### src/rtl/bdq_pkg.sv
package bdq_pkg;

    localparam int CAPACITY = 16;
    localparam int IDX_W    = (CAPACITY > 1) ? $clog2(CAPACITY) : 1;
    localparam int CNT_W    = $clog2(CAPACITY + 1);
    localparam int DATA_W   = 32;
    localparam int OUT_CNT_W = 5;

    typedef enum logic [2:0] {
        CMD_PUSH_FRONT = 3'd0,
        CMD_POP_FRONT  = 3'd1,
        CMD_PUSH_BACK  = 3'd2,
        CMD_POP_BACK   = 3'd3,
        CMD_SEARCH     = 3'd4
    } t_cmd;

    typedef enum logic [1:0] {
        ST_OK    = 2'd0,
        ST_EMPTY = 2'd1,
        ST_FULL  = 2'd2
    } t_status;

    typedef enum logic {
        S_IDLE,
        S_SEARCH
    } t_state;

    typedef struct packed {
        t_cmd               cmd;
        logic signed [31:0] value;
    } t_in_word;

    typedef struct packed {
        t_status               status;
        logic                  found;
        logic [OUT_CNT_W-1:0]  count;
    } t_out_word;

    // Ring position base + off, with off no larger than the capacity.
    function automatic logic [IDX_W-1:0] ring_add(input logic [IDX_W-1:0] base,
                                                  input logic [CNT_W-1:0] off);
        logic [CNT_W:0] s;
        s = (CNT_W+1)'(base) + (CNT_W+1)'(off);
        if (s >= (CNT_W+1)'(CAPACITY)) begin
            s = s - (CNT_W+1)'(CAPACITY);
        end
        return s[IDX_W-1:0];
    endfunction

    // Count as reported on the result word: low five bits.
    function automatic logic [OUT_CNT_W-1:0] out_count(input logic [CNT_W-1:0] c);
        logic [CNT_W+OUT_CNT_W-1:0] w;
        w = (CNT_W+OUT_CNT_W)'(c);
        return w[OUT_CNT_W-1:0];
    endfunction

endpackage

### src/rtl/bdq_ram.sv
module bdq_ram (
    input  logic                       i_clk,
    input  logic                       i_we,
    input  logic [bdq_pkg::IDX_W-1:0]  i_waddr,
    input  logic [bdq_pkg::DATA_W-1:0] i_wdata,
    input  logic [bdq_pkg::IDX_W-1:0]  i_raddr,
    output logic [bdq_pkg::DATA_W-1:0] o_rdata
);
    import bdq_pkg::*;

    logic [DATA_W-1:0] mem [CAPACITY];

    always_ff @(posedge i_clk) begin
        if (i_we) begin
            mem[i_waddr] <= i_wdata;
        end
    end

    always_ff @(posedge i_clk) begin
        o_rdata <= mem[i_raddr];
    end

endmodule

### src/rtl/bounded_deque_with_search.sv
// Channel   Direction  Handshake              Word
// command   in         start high, busy low   i_item  (cmd, value)
// result    out        o_valid, one cycle     o_result (status, found, count)
//
// Push, pop, unused codes and a search of an empty deque leave busy low; the
// result word shows in the next cycle and a new command may be accepted in that cycle.
// A search holds busy while it scans the held entries from the front, one
// entry a cycle through the single read port of the entry memory, and ends
// at the first match or at the last held entry.
// Synchronous active-low reset empties the deque; entries are not cleared.
// The receiver cannot stall: each result word is valid for one cycle only.
module bounded_deque_with_search (
    input  logic               i_clk,
    input  logic               i_rst_n,
    input  logic               start,
    input  bdq_pkg::t_in_word  i_item,
    output logic               busy,
    output logic               o_valid,
    output bdq_pkg::t_out_word o_result
);
    import bdq_pkg::*;

    t_state              r_state, n_state;
    logic [IDX_W-1:0]    r_front, n_front;
    logic [CNT_W-1:0]    r_count, n_count;
    logic [CNT_W-1:0]    r_issue, n_issue;
    logic [DATA_W-1:0]   r_value, n_value;
    logic                r_valid, n_valid;
    t_out_word           r_result, n_result;

    logic                mem_we;
    logic [IDX_W-1:0]    mem_waddr;
    logic [IDX_W-1:0]    mem_raddr;
    logic [DATA_W-1:0]   mem_rdata;
    logic [IDX_W-1:0]    front_dec;
    logic                full;
    logic                empty;

    bdq_ram u_ram (
        .i_clk   (i_clk),
        .i_we    (mem_we),
        .i_waddr (mem_waddr),
        .i_wdata (i_item.value),
        .i_raddr (mem_raddr),
        .o_rdata (mem_rdata)
    );

    assign full      = (r_count == CNT_W'(CAPACITY));
    assign empty     = (r_count == '0);
    assign front_dec = (r_front == '0) ? IDX_W'(CAPACITY - 1) : r_front - IDX_W'(1);

    always_ff @(posedge i_clk) begin
        if (!i_rst_n) begin
            r_state <= S_IDLE;
            r_front <= '0;
            r_count <= '0;
            r_issue <= '0;
            r_valid <= 1'b0;
        end else begin
            r_state <= n_state;
            r_front <= n_front;
            r_count <= n_count;
            r_issue <= n_issue;
            r_valid <= n_valid;
        end
    end

    always_ff @(posedge i_clk) begin
        r_value  <= n_value;
        r_result <= n_result;
    end

    always_comb begin
        n_state   = r_state;
        n_front   = r_front;
        n_count   = r_count;
        n_issue   = r_issue;
        n_value   = r_value;
        n_valid   = 1'b0;
        n_result  = r_result;
        mem_we    = 1'b0;
        mem_waddr = ring_add(r_front, r_count);
        mem_raddr = r_front;
        busy      = (r_state == S_SEARCH);

        unique case (r_state)
            S_IDLE: begin
                if (start) begin
                    n_value         = i_item.value;
                    n_valid         = 1'b1;
                    n_result.status = ST_OK;
                    n_result.found  = 1'b0;
                    case (i_item.cmd)
                        CMD_PUSH_FRONT: begin
                            if (full) begin
                                n_result.status = ST_FULL;
                            end else begin
                                n_front   = front_dec;
                                mem_waddr = front_dec;
                                mem_we    = 1'b1;
                                n_count   = r_count + CNT_W'(1);
                            end
                        end
                        CMD_PUSH_BACK: begin
                            if (full) begin
                                n_result.status = ST_FULL;
                            end else begin
                                mem_we  = 1'b1;
                                n_count = r_count + CNT_W'(1);
                            end
                        end
                        CMD_POP_FRONT: begin
                            if (empty) begin
                                n_result.status = ST_EMPTY;
                            end else begin
                                n_front = ring_add(r_front, CNT_W'(1));
                                n_count = r_count - CNT_W'(1);
                            end
                        end
                        CMD_POP_BACK: begin
                            if (empty) begin
                                n_result.status = ST_EMPTY;
                            end else begin
                                n_count = r_count - CNT_W'(1);
                            end
                        end
                        CMD_SEARCH: begin
                            // read the front entry now, compare from next cycle
                            if (!empty) begin
                                n_valid   = 1'b0;
                                n_state   = S_SEARCH;
                                n_issue   = CNT_W'(1);
                                mem_raddr = r_front;
                            end
                        end
                        default: begin
                        end
                    endcase
                    n_result.count = out_count(n_count);
                end
            end
            S_SEARCH: begin
                if (mem_rdata == r_value || r_issue == r_count) begin
                    n_valid         = 1'b1;
                    n_state         = S_IDLE;
                    n_result.status = ST_OK;
                    n_result.found  = (mem_rdata == r_value);
                    n_result.count  = out_count(r_count);
                end else begin
                    // advance to the next held entry
                    mem_raddr = ring_add(r_front, r_issue);
                    n_issue   = r_issue + CNT_W'(1);
                end
            end
            default: begin
                n_state = S_IDLE;
            end
        endcase
    end

    assign o_valid  = r_valid;
    assign o_result = r_result;

`ifndef SYNTH
    a_count_bound: assert property (@(posedge i_clk) disable iff (!i_rst_n)
        r_count <= CNT_W'(CAPACITY))
        else $error("entry count above capacity");

    a_no_write_busy: assert property (@(posedge i_clk) disable iff (!i_rst_n)
        busy |-> !mem_we)
        else $error("memory written during search");

    a_search_enters: assert property (@(posedge i_clk) disable iff (!i_rst_n)
        (start && !busy && i_item.cmd == CMD_SEARCH && !empty) |=> busy && !o_valid)
        else $error("search on non-empty deque did not start scan");

    a_issue_range: assert property (@(posedge i_clk) disable iff (!i_rst_n)
        busy |-> (r_issue != '0 && r_issue <= r_count))
        else $error("scan offset out of range");

    a_done_word: assert property (@(posedge i_clk) disable iff (!i_rst_n)
        $fell(busy) |-> o_valid)
        else $error("search ended without a result word");

    a_state_hold: assert property (@(posedge i_clk) disable iff (!i_rst_n)
        busy |=> $stable(r_front) && $stable(r_count))
        else $error("deque state changed during search");
`endif

endmodule
### config.mk
export PLATFORM = sky130hd
export DESIGN_NAME = bounded_deque_with_search
export DESIGN_NICKNAME = d
export VERILOG_FILES = /design/src/rtl/bdq_pkg.sv /design/src/rtl/bdq_ram.sv /design/src/rtl/bounded_deque_with_search.sv
export SDC_FILE = /design/constraint.sdc
export NUM_CORES = 1
export LEC_CHECK = 0
export BUFFER_PORTS_ARGS = -buffer_cell sky130_fd_sc_hd__buf_2
export CORE_AREA = 10 10 238 240
export CTS_CLUSTER_DIAMETER = 150
export DETAILED_ROUTE_END_ITERATION = 16
export DIE_AREA = 0 0 248 250
export SLEW_MARGIN = 20
export SYNTH_ARGS = -nofsm -noshare
export SYNTH_HDL_FRONTEND = slang
export SYNTH_SLANG_ARGS = --single-unit
export TNS_END_PERCENT = 50
### constraint.sdc
create_clock -name i_clk -period 4 [get_ports i_clk]
set_clock_uncertainty 0.05 [all_clocks]
set_input_delay 0.4 -clock i_clk [delete_from_list [all_inputs] [get_ports i_clk]]
set_output_delay 0.4 -clock i_clk [all_outputs]
set_load 0.03 [all_outputs]
==> results of run 1 <==
## sequential cells by signal (all words and copies together), names as in the netlist
signal,count
busy,1
o_result,8
o_valid,1
r_count,5
r_front,4
r_issue,5
r_value,32
u_ram.mem,512
u_ram.o_rdata,32
## logic make-up after synthesis
| group | count (synthesis) | synth area share |
|---|---|---|
| buf+inv | 80 | 0.0168 |
| xor+xnor | 51 | 0.0193 |
| simple gates | 154 | 0.0358 |
| flops | 600 | 0.756 |
| mux | 265 | 0.115 |
| compound gates | 184 | 0.0497 |
| fa+ha+maj | 13 | 0.00766 |
## final cells by class
cell class / count / area share
sequential: 600 / 0.647
antenna: 2 / 0.000185
inverter: 14 / 0.00194
multi-input combinational: 667 / 0.200
timing repair buffer: 129 / 0.0458
clock buffer: 74 / 0.0593
tap: 688 / 0.0318
clock inverter: 38 / 0.0137
## synthesized netlist by cell type (all sizes together), types with 14 or more instances
cell type,count,area (sq um)
inv,14,52.6
clkbuf,23,86.3
dfxtp,48,961
buf,43,250
or4,30,225
o22ai,125,782
o21ai,17,85.1
xor2,42,368
a21oi,20,100
edfxtp,552,16600
mux2i,263,2630
nor2,43,161
nand2,22,82.6
## metal layers
layer	GRT usage	up-vias
li1	-	5607
met1	0.246	6250
met2	0.271	360
met3	0.0305	77
met4	0.0533	0
met5	0	-
## worst max-delay path, stage by stage (launching register included)
cell	delay, ns
edfxtp_1	0.38
xor2_1	0.23
nor4_1	0.61
buf_4	0.22
nand4_1	0.19
o21bai_1	0.21
buf_4	0.16
mux2i_4	0.25
buf_4	0.19
buf_12	0.25
mux2i_1	0.30
o22ai_1	0.13
or4_1	0.52
## power groups by stage
stage                     sequential, mW  clock [mW]  combinational [mW]
after floorplan                     7.16           0               0.430
after global placement              7.16           0               0.779
after detailed placement            7.16           0               0.790
after CTS                           7.03        5.67               0.794
after global routing                7.04        5.94               0.849
final                               7.03        5.56               0.789
## worst min-delay path by stage
stage / start / endpoint / slack, ns / cells after the start
after floorplan: i_item[0] / r_value[0] / 0.45 / 0
after global placement: r_issue[4] / r_issue[4] / 0.47 / 2
after detailed placement: r_issue[4] / r_issue[4] / 0.48 / 2
after CTS: i_item[6] / u_ram.mem[11][6] / 0.08 / 1
after global routing: i_item[6] / u_ram.mem[11][6] / 0.10 / 1
final: i_item[25] / u_ram.mem[12][25] / 0.12 / 1
## timing repair
| item | 4_1_cts | 5_1_grt |
|---|---|---|
| endpoints found under the hold margin | 1 | 0 |
| hold buffers | 1 | 0 |
| endpoints found under the setup margin | 0 | 0 |
==> out/qor.yml, run 1 <==
worst_hold_path:
  hold_class: "in2reg"
placed_design:
  dpl.cell_count: 2097
  place_congestion: 0.789
  dp_hpwl_um: 31100
  port_buffers: 47
  place_area_sq_um: 25100
  place_ws_ns: 0.254
drt:
  wl_met3_um: 3010
  wl_met1_um: 24400
  wl_per_cell_um: 24.6
  vias_per_cell: 5.56
  finalWirelength_um: 54400
  drt-initial-drc-count: 996
  dr_total_vias: 12300
  drt_first_pass_iters: 5
  antenna_left: 0
  dr.max_layer_used: "met4"
  route.met2.wl_um: 25500
  drc: 0
sta:
  hold_viol: 0
  worst_pin_slew_ns: 0.748
  setup_slack_ns: 0.168
  hold_slack_ns: 0.118
  rsz0062_at_grt: "false"
  tns_ns: 0
  maxSlewHeadroom: 0.498
  setup_viol: 0
  timing.fmax_mhz: 261
  fin_crit_sh: 0.958
  slew_viol_final: 0
  layout_min_cycle_time_ns: 3.83
setup_path:
  r2r_slack_ns: 0.17
  critPathMaxFanout: 32
  arrival_ns: 4.27
  critical_path_class: "reg2reg"
  crit_path_end: "u_ram.o_rdata[23]"
  start_kind: "flip-flop"
  worstPathRequired_ns: 4.44
  r2r_cells: 12
  crit_start: "r_value[25]"
  worstReg2RegStart: "r_value[25]"
  crit_path_end_kind: "flip-flop"
  regToRegEndpoint: "u_ram.o_rdata[23]"
cells_and_area:
  layout_commonest_cell: "edfxtp_1"
  final_cells: 2212
  final_nets: 1523
  multi_input_comb_area_sq_um: 5430
  drive_gt1_frac: 0.168
  fin_util: 0.521
  final_area_sq_um: 27100
  final_cell_mix: "552 x edfxtp_1, 262 x mux2i_1, 125 x o22ai_1"
  seq_area_sq_um: 17500
  syn_to_final_growth_pct: 16.9
  fillCellCount: 4173
synth:
  avgSynthCellArea_sq_um: 17.2
  syn-instance-count: 1347
  syn_area_sq_um: 23200
  yosysUniqueCellTypes: 46
  synth_warnings: 0
  ys_seq_area_frac: 0.756
  async_flop_share: 0
  ys_seq_elements: 600
  synth_edf_count: 552
  syn_nets: 1398
  synth_ff_type: "edfxtp_1"
clock_network:
  htreeDepth: 2
  postCtsSetupRepairBufs: 0
  clockRootBuffer: "clkbuf_16"
  cts_buffers: 60
  clk_pin_slew_ns: 0.06
  cts_tree: "yes"
  clk-insertion-delay-late_ns: 0.62
  cts.sinks: 600
  clock_path_buffers: 3
  cts.repair.resized: 0
pwr:
  clkPwrFrac: 0.415
  peakVddDrop_mv: 0.355
  total_power_mw: 13.4
  pwr-share-seq: 0.526
  p_comb_frac: 0.059
  intPower_mw: 10.5
  power_switching_mw: 2.88
  swShare: 0.215
  power_density_nw_per_um2: 494
  p_leak_nw: 10.6
die:
  die_area_sq_um: 62000
  core-area_sq_um: 52000
  boundaryPins: 48
  initial_core_util: 0.446
  num_rows: 84
  die_h_um: 250
  dieWidth_um: 248
run:
  max_cap_viol_count: 0
global_route:
  antenna_found_initial: 2
  grt_usage: 0.175
  grt_pass1_wl_um: 80400
  grt_overflow: 0
  grt_pass1_vias: 12300
  grt_max_degree: 35
run_status:
  status: "completed"
No activity file was read; power rests on OpenSTA's default activity.
==> inputs of run 2 (changes only) <==
--- a/config.mk
+++ b/config.mk
@@ -6,12 +6,15 @@
 export NUM_CORES = 1
 export LEC_CHECK = 0
 export BUFFER_PORTS_ARGS = -buffer_cell sky130_fd_sc_hd__buf_2
-export CORE_AREA = 10 10 238 240
+export CORE_AREA = 10 10 237 239
+export CTS_BUF_LIST = sky130_fd_sc_hd__clkbuf_4
 export CTS_CLUSTER_DIAMETER = 150
 export DETAILED_ROUTE_END_ITERATION = 16
-export DIE_AREA = 0 0 248 250
+export DIE_AREA = 0 0 247 249
+export GPL_TIMING_DRIVEN = 1
 export SLEW_MARGIN = 20
 export SYNTH_ARGS = -nofsm -noshare
 export SYNTH_HDL_FRONTEND = slang
+export SYNTH_HIERARCHICAL = 1
 export SYNTH_SLANG_ARGS = --single-unit
 export TNS_END_PERCENT = 50
==> run 2 against run 1 <==
Against the previous run: die area decreased by 0.80%; utilization increased by 0.86 points; synthesized cell count decreased by 17%; first-iteration DRC count decreased by 12%; clock-buffer cell count increased by 176; sequential power about the same; critical path depth decreased by 3; critical path type unchanged.
==> out/qor.yml, run 2 <==
clock_network:
  clockRootBuffer: "clkbuf_4"  # was clkbuf_16
  htreeDepth: 4  # was 2
  clock_path_buffers: 3  # unchanged
  cts_tree: "yes"  # unchanged
  clk-insertion-delay-late_ns: 0.95  # was 0.62 ns
  cts_buffers: 154  # was 60
  clk_pin_slew_ns: 0.06  # about the same
  cts.sinks: 600  # unchanged
drt:
  dr_total_vias: 11900  # was 12.3k
  drt_first_pass_iters: 5  # unchanged
  vias_per_cell: 5.48  # was 5.56
  drt-initial-drc-count: 881  # was 996
  antenna_left: 0  # unchanged
  wl_per_cell_um: 23.7  # was 24.6 um
  finalWirelength_um: 51600  # was 54400 um
  drc: 0  # unchanged
sta:
  hold_viol: 0  # unchanged
  setup_viol: 0  # unchanged
  fin_crit_sh: 0.962  # was 0.958
  maxSlewHeadroom: 0.505  # was 0.498
  slew_viol_final: 0  # unchanged
  timing.fmax_mhz: 260  # was 261 MHz
  layout_min_cycle_time_ns: 3.85  # was 3.83 ns
  rsz0062_at_grt: "false"  # unchanged
  worst_pin_slew_ns: 0.735  # was 0.748 ns
worst_hold_path:
  min-delay-start: "i_rst_n"  # was i_item[25]
  hold_class: "in2reg"  # unchanged
synth:
  synth_warnings: 6  # was 0
  synth_top_cells_by_count: "552 x edfxtp_1, 128 x mux4_2, 65 x a22oi_1"  # was 552 x edfxtp_1, 263 x mux2i_1, 125 x o22ai_1
  synth_top_area_frac: 0.724  # was 0.715
  syn_area_sq_um: 22900  # was 23200 sq um
  syn-instance-count: 1114  # was 1347
  ys_seq_area_frac: 0.766  # was 0.756
  synth_ff_type: "edfxtp_1"  # unchanged
  syn_nets: 1165  # was 1398
  synthTopCellsByArea: "edfxtp_1 72%, mux4_2 13%, dfxtp_1 4.2%"  # was edfxtp_1 71%, mux2i_1 11%, dfxtp_1 4.1%
  avgSynthCellArea_sq_um: 20.6  # was 17.2 sq um
  yosysMostFrequentCell: "edfxtp_1"  # unchanged
  yosysUniqueCellTypes: 56  # was 46
  yosys.area.top_type: "edfxtp_1"  # unchanged
  synth_edf_count: 552  # unchanged
  ys_seq_elements: 600  # unchanged
  async_flop_share: 0  # unchanged
run_status:
  status: "completed"  # unchanged
setup_path:
  crit_start: "r_count[1]"  # was r_value[25]
  crit_path_end_kind: "flip-flop"  # unchanged
  worstReg2RegStart: "r_count[1]"  # was r_value[25]
  critPathMaxFanout: 16  # was 32
  worstPathRequired_ns: 4.53  # was 4.44 ns
  arrival_ns: 4.38  # was 4.27 ns
  start_kind: "flip-flop"  # unchanged
  cp_slowest_cell: "or3b_2"  # was nor4_1
  crit_top_cell: "nor3_4"  # was buf_4
  cp_cell_sequence: "inv_1 > ha_1 > nor3b_2 > a211o_1 > nor3_4 > mux2_2 > or3b_2 > nor3_4 > buf_4"  # was xor2_1 > nor4_1 > buf_4 > nand4_1 > o21bai_1 > buf_4 > mux2i_4 > buf_4 > buf_12 > mux2i_1 > o22ai_1 > or4_1
  slowest_delay_ns: 0.59  # was 0.61 ns
  r2r_slack_ns: 0.15  # was 0.17 ns
  critical_path_class: "reg2reg"  # unchanged
placed_design:
  dpl.cell_count: 1854  # was 2097
  port_buffers: 47  # unchanged
  place_congestion: 0.772  # was 0.789
  dp_hpwl_um: 29900  # was 31100 um
global_route:
  antenna_found_initial: 3  # was 2
  busiest_layer: "met2"  # unchanged
  grtUsageMet3: 0.0455  # was 0.0305
  grt_usage: 0.173  # was 0.175
  grt_overflow: 0  # unchanged
  grtUsageMet2: 0.264  # was 0.271
  use_met1: 0.234  # was 0.246
  grt_max_degree: 59  # was 35
  grt_pass1_vias: 12500  # was 12.3k
  grt_pass1_wl_um: 78900  # was 80400 um
cells_and_area:
  final_cells: 2175  # was 2212
  layout_commonest_cell: "edfxtp_1"  # unchanged
  regMostFlops: "u_ram/mem"  # was u_ram.mem
  final_nets: 1423  # was 1523
  drive_gt1_frac: 0.363  # was 0.168
  largest_reg_flops: 512  # unchanged
  reg_top3: "u_ram/mem x512, r_value x32, u_ram/o_rdata x32"  # was u_ram.mem x512, r_value x32, u_ram.o_rdata x32
  final_cell_mix: "552 x edfxtp_1, 250 x clkbuf_4, 128 x mux4_2"  # was 552 x edfxtp_1, 262 x mux2i_1, 125 x o22ai_1
  syn_to_final_growth_pct: 18.4  # was 16.9%
die:
  dieWidth_um: 247  # was 248 um
  num_rows: 83  # was 84
  die_h_um: 249  # was 250 um
  boundaryPins: 48  # unchanged
  die_area_sq_um: 61500  # was 62000 sq um
  core-area_sq_um: 51200  # was 52000 sq um
  initial_core_util: 0.447  # was 0.446
pwr:
  power_density_nw_per_um2: 489  # was 494 nW/um^2
  p_leak_nw: 8.98  # was 10.6 nW
  total_power_mw: 13.2  # was 13.4 mW
  peakVddDrop_mv: 0.282  # was 0.355 mV
run:
  max_cap_viol_count: 0  # unchanged
run 2: cell count changes after synthesis, sizes merged, moves of 22 or more:
cell / change
a22oi: +64
mux2i: -258
mux4: +128
nand2: +22
o22ai: -122
or4: -30
run 2: cell families after synthesis:
kind of cell | share of synthesized area
mux | 0.129
buf+inv | 0.0144
xor+xnor | 0.0180
compound gates | 0.0347
simple gates | 0.0302
flops | 0.766
fa+ha+maj | 0.00776
run 2: area by class of cell:
cell class	instances	area, sq um
timing repair buffer	158	1350
inverter	13	50.0
tap	680	851
antenna	3	7.51
multi-input combinational	445	5240
clock inverter	26	205
clock buffer	250	1880
fill	4048	24100
sequential	600	17500
run 2: routing by layer:
layer | wire length (um) | up-vias
met4 | 1180 | 2
met5 | 7 | -
li1 | - | 5224
met1 | 22300 | 6220
met2 | 24900 | 391
met3 | 3220 | 86
run 2: power breakdown:
group	leakage (nW)	internal [mW]	switching, mW	total [mW]
combinational	2.33	0.329	0.460	0.790
sequential	5.40	6.96	0.0541	7.02
clock	1.26	3.07	2.38	5.44
total	8.98	10.4	2.89	13.2
run 2: metrics by stage:
stage               setup slack [ns]  hold slack, ns  cell area, sq um  utilization  setup TNS [ns]
floorplan                     -0.282           0.441             22900            -          -83.44
global placement               0.129           0.462             24500        0.479               0
detailed placement            0.0723           0.469             24600        0.480               0
CTS                           0.0671           0.179             27100        0.529               0
global route                  0.0480           0.252             27100        0.530               0
finish                         0.154           0.275             27100        0.530               0
run 2: final timing paths:
path                            cells past startpoint               end
worst min register to register                      2        r_issue[4]
worst max-delay path                                9  u_ram/mem[0][29]
worst min-delay path                                3        r_count[2]
worst max register to register                      9  u_ram/mem[0][29]
run 2: critical path: cells and delay by family (launching register included):
family	cells	cell delay (ns)
adder cells (fa/ha/maj)	1	0.27
AND/OR/NAND/NOR	4	1.30
flip-flops	1	0.50
buffers and inverters	2	0.56
AO/OA/AOI/OAI	1	0.40
multiplexers	1	0.42
run 2: repair_timing:
item / in CTS / in global routing
setup buffers: 0 / 1
endpoints found under the hold margin: 567 / 0
hold buffers: 40 / 0
endpoints found under the setup margin: 0 / 65
gates resized for setup: 0 / 2
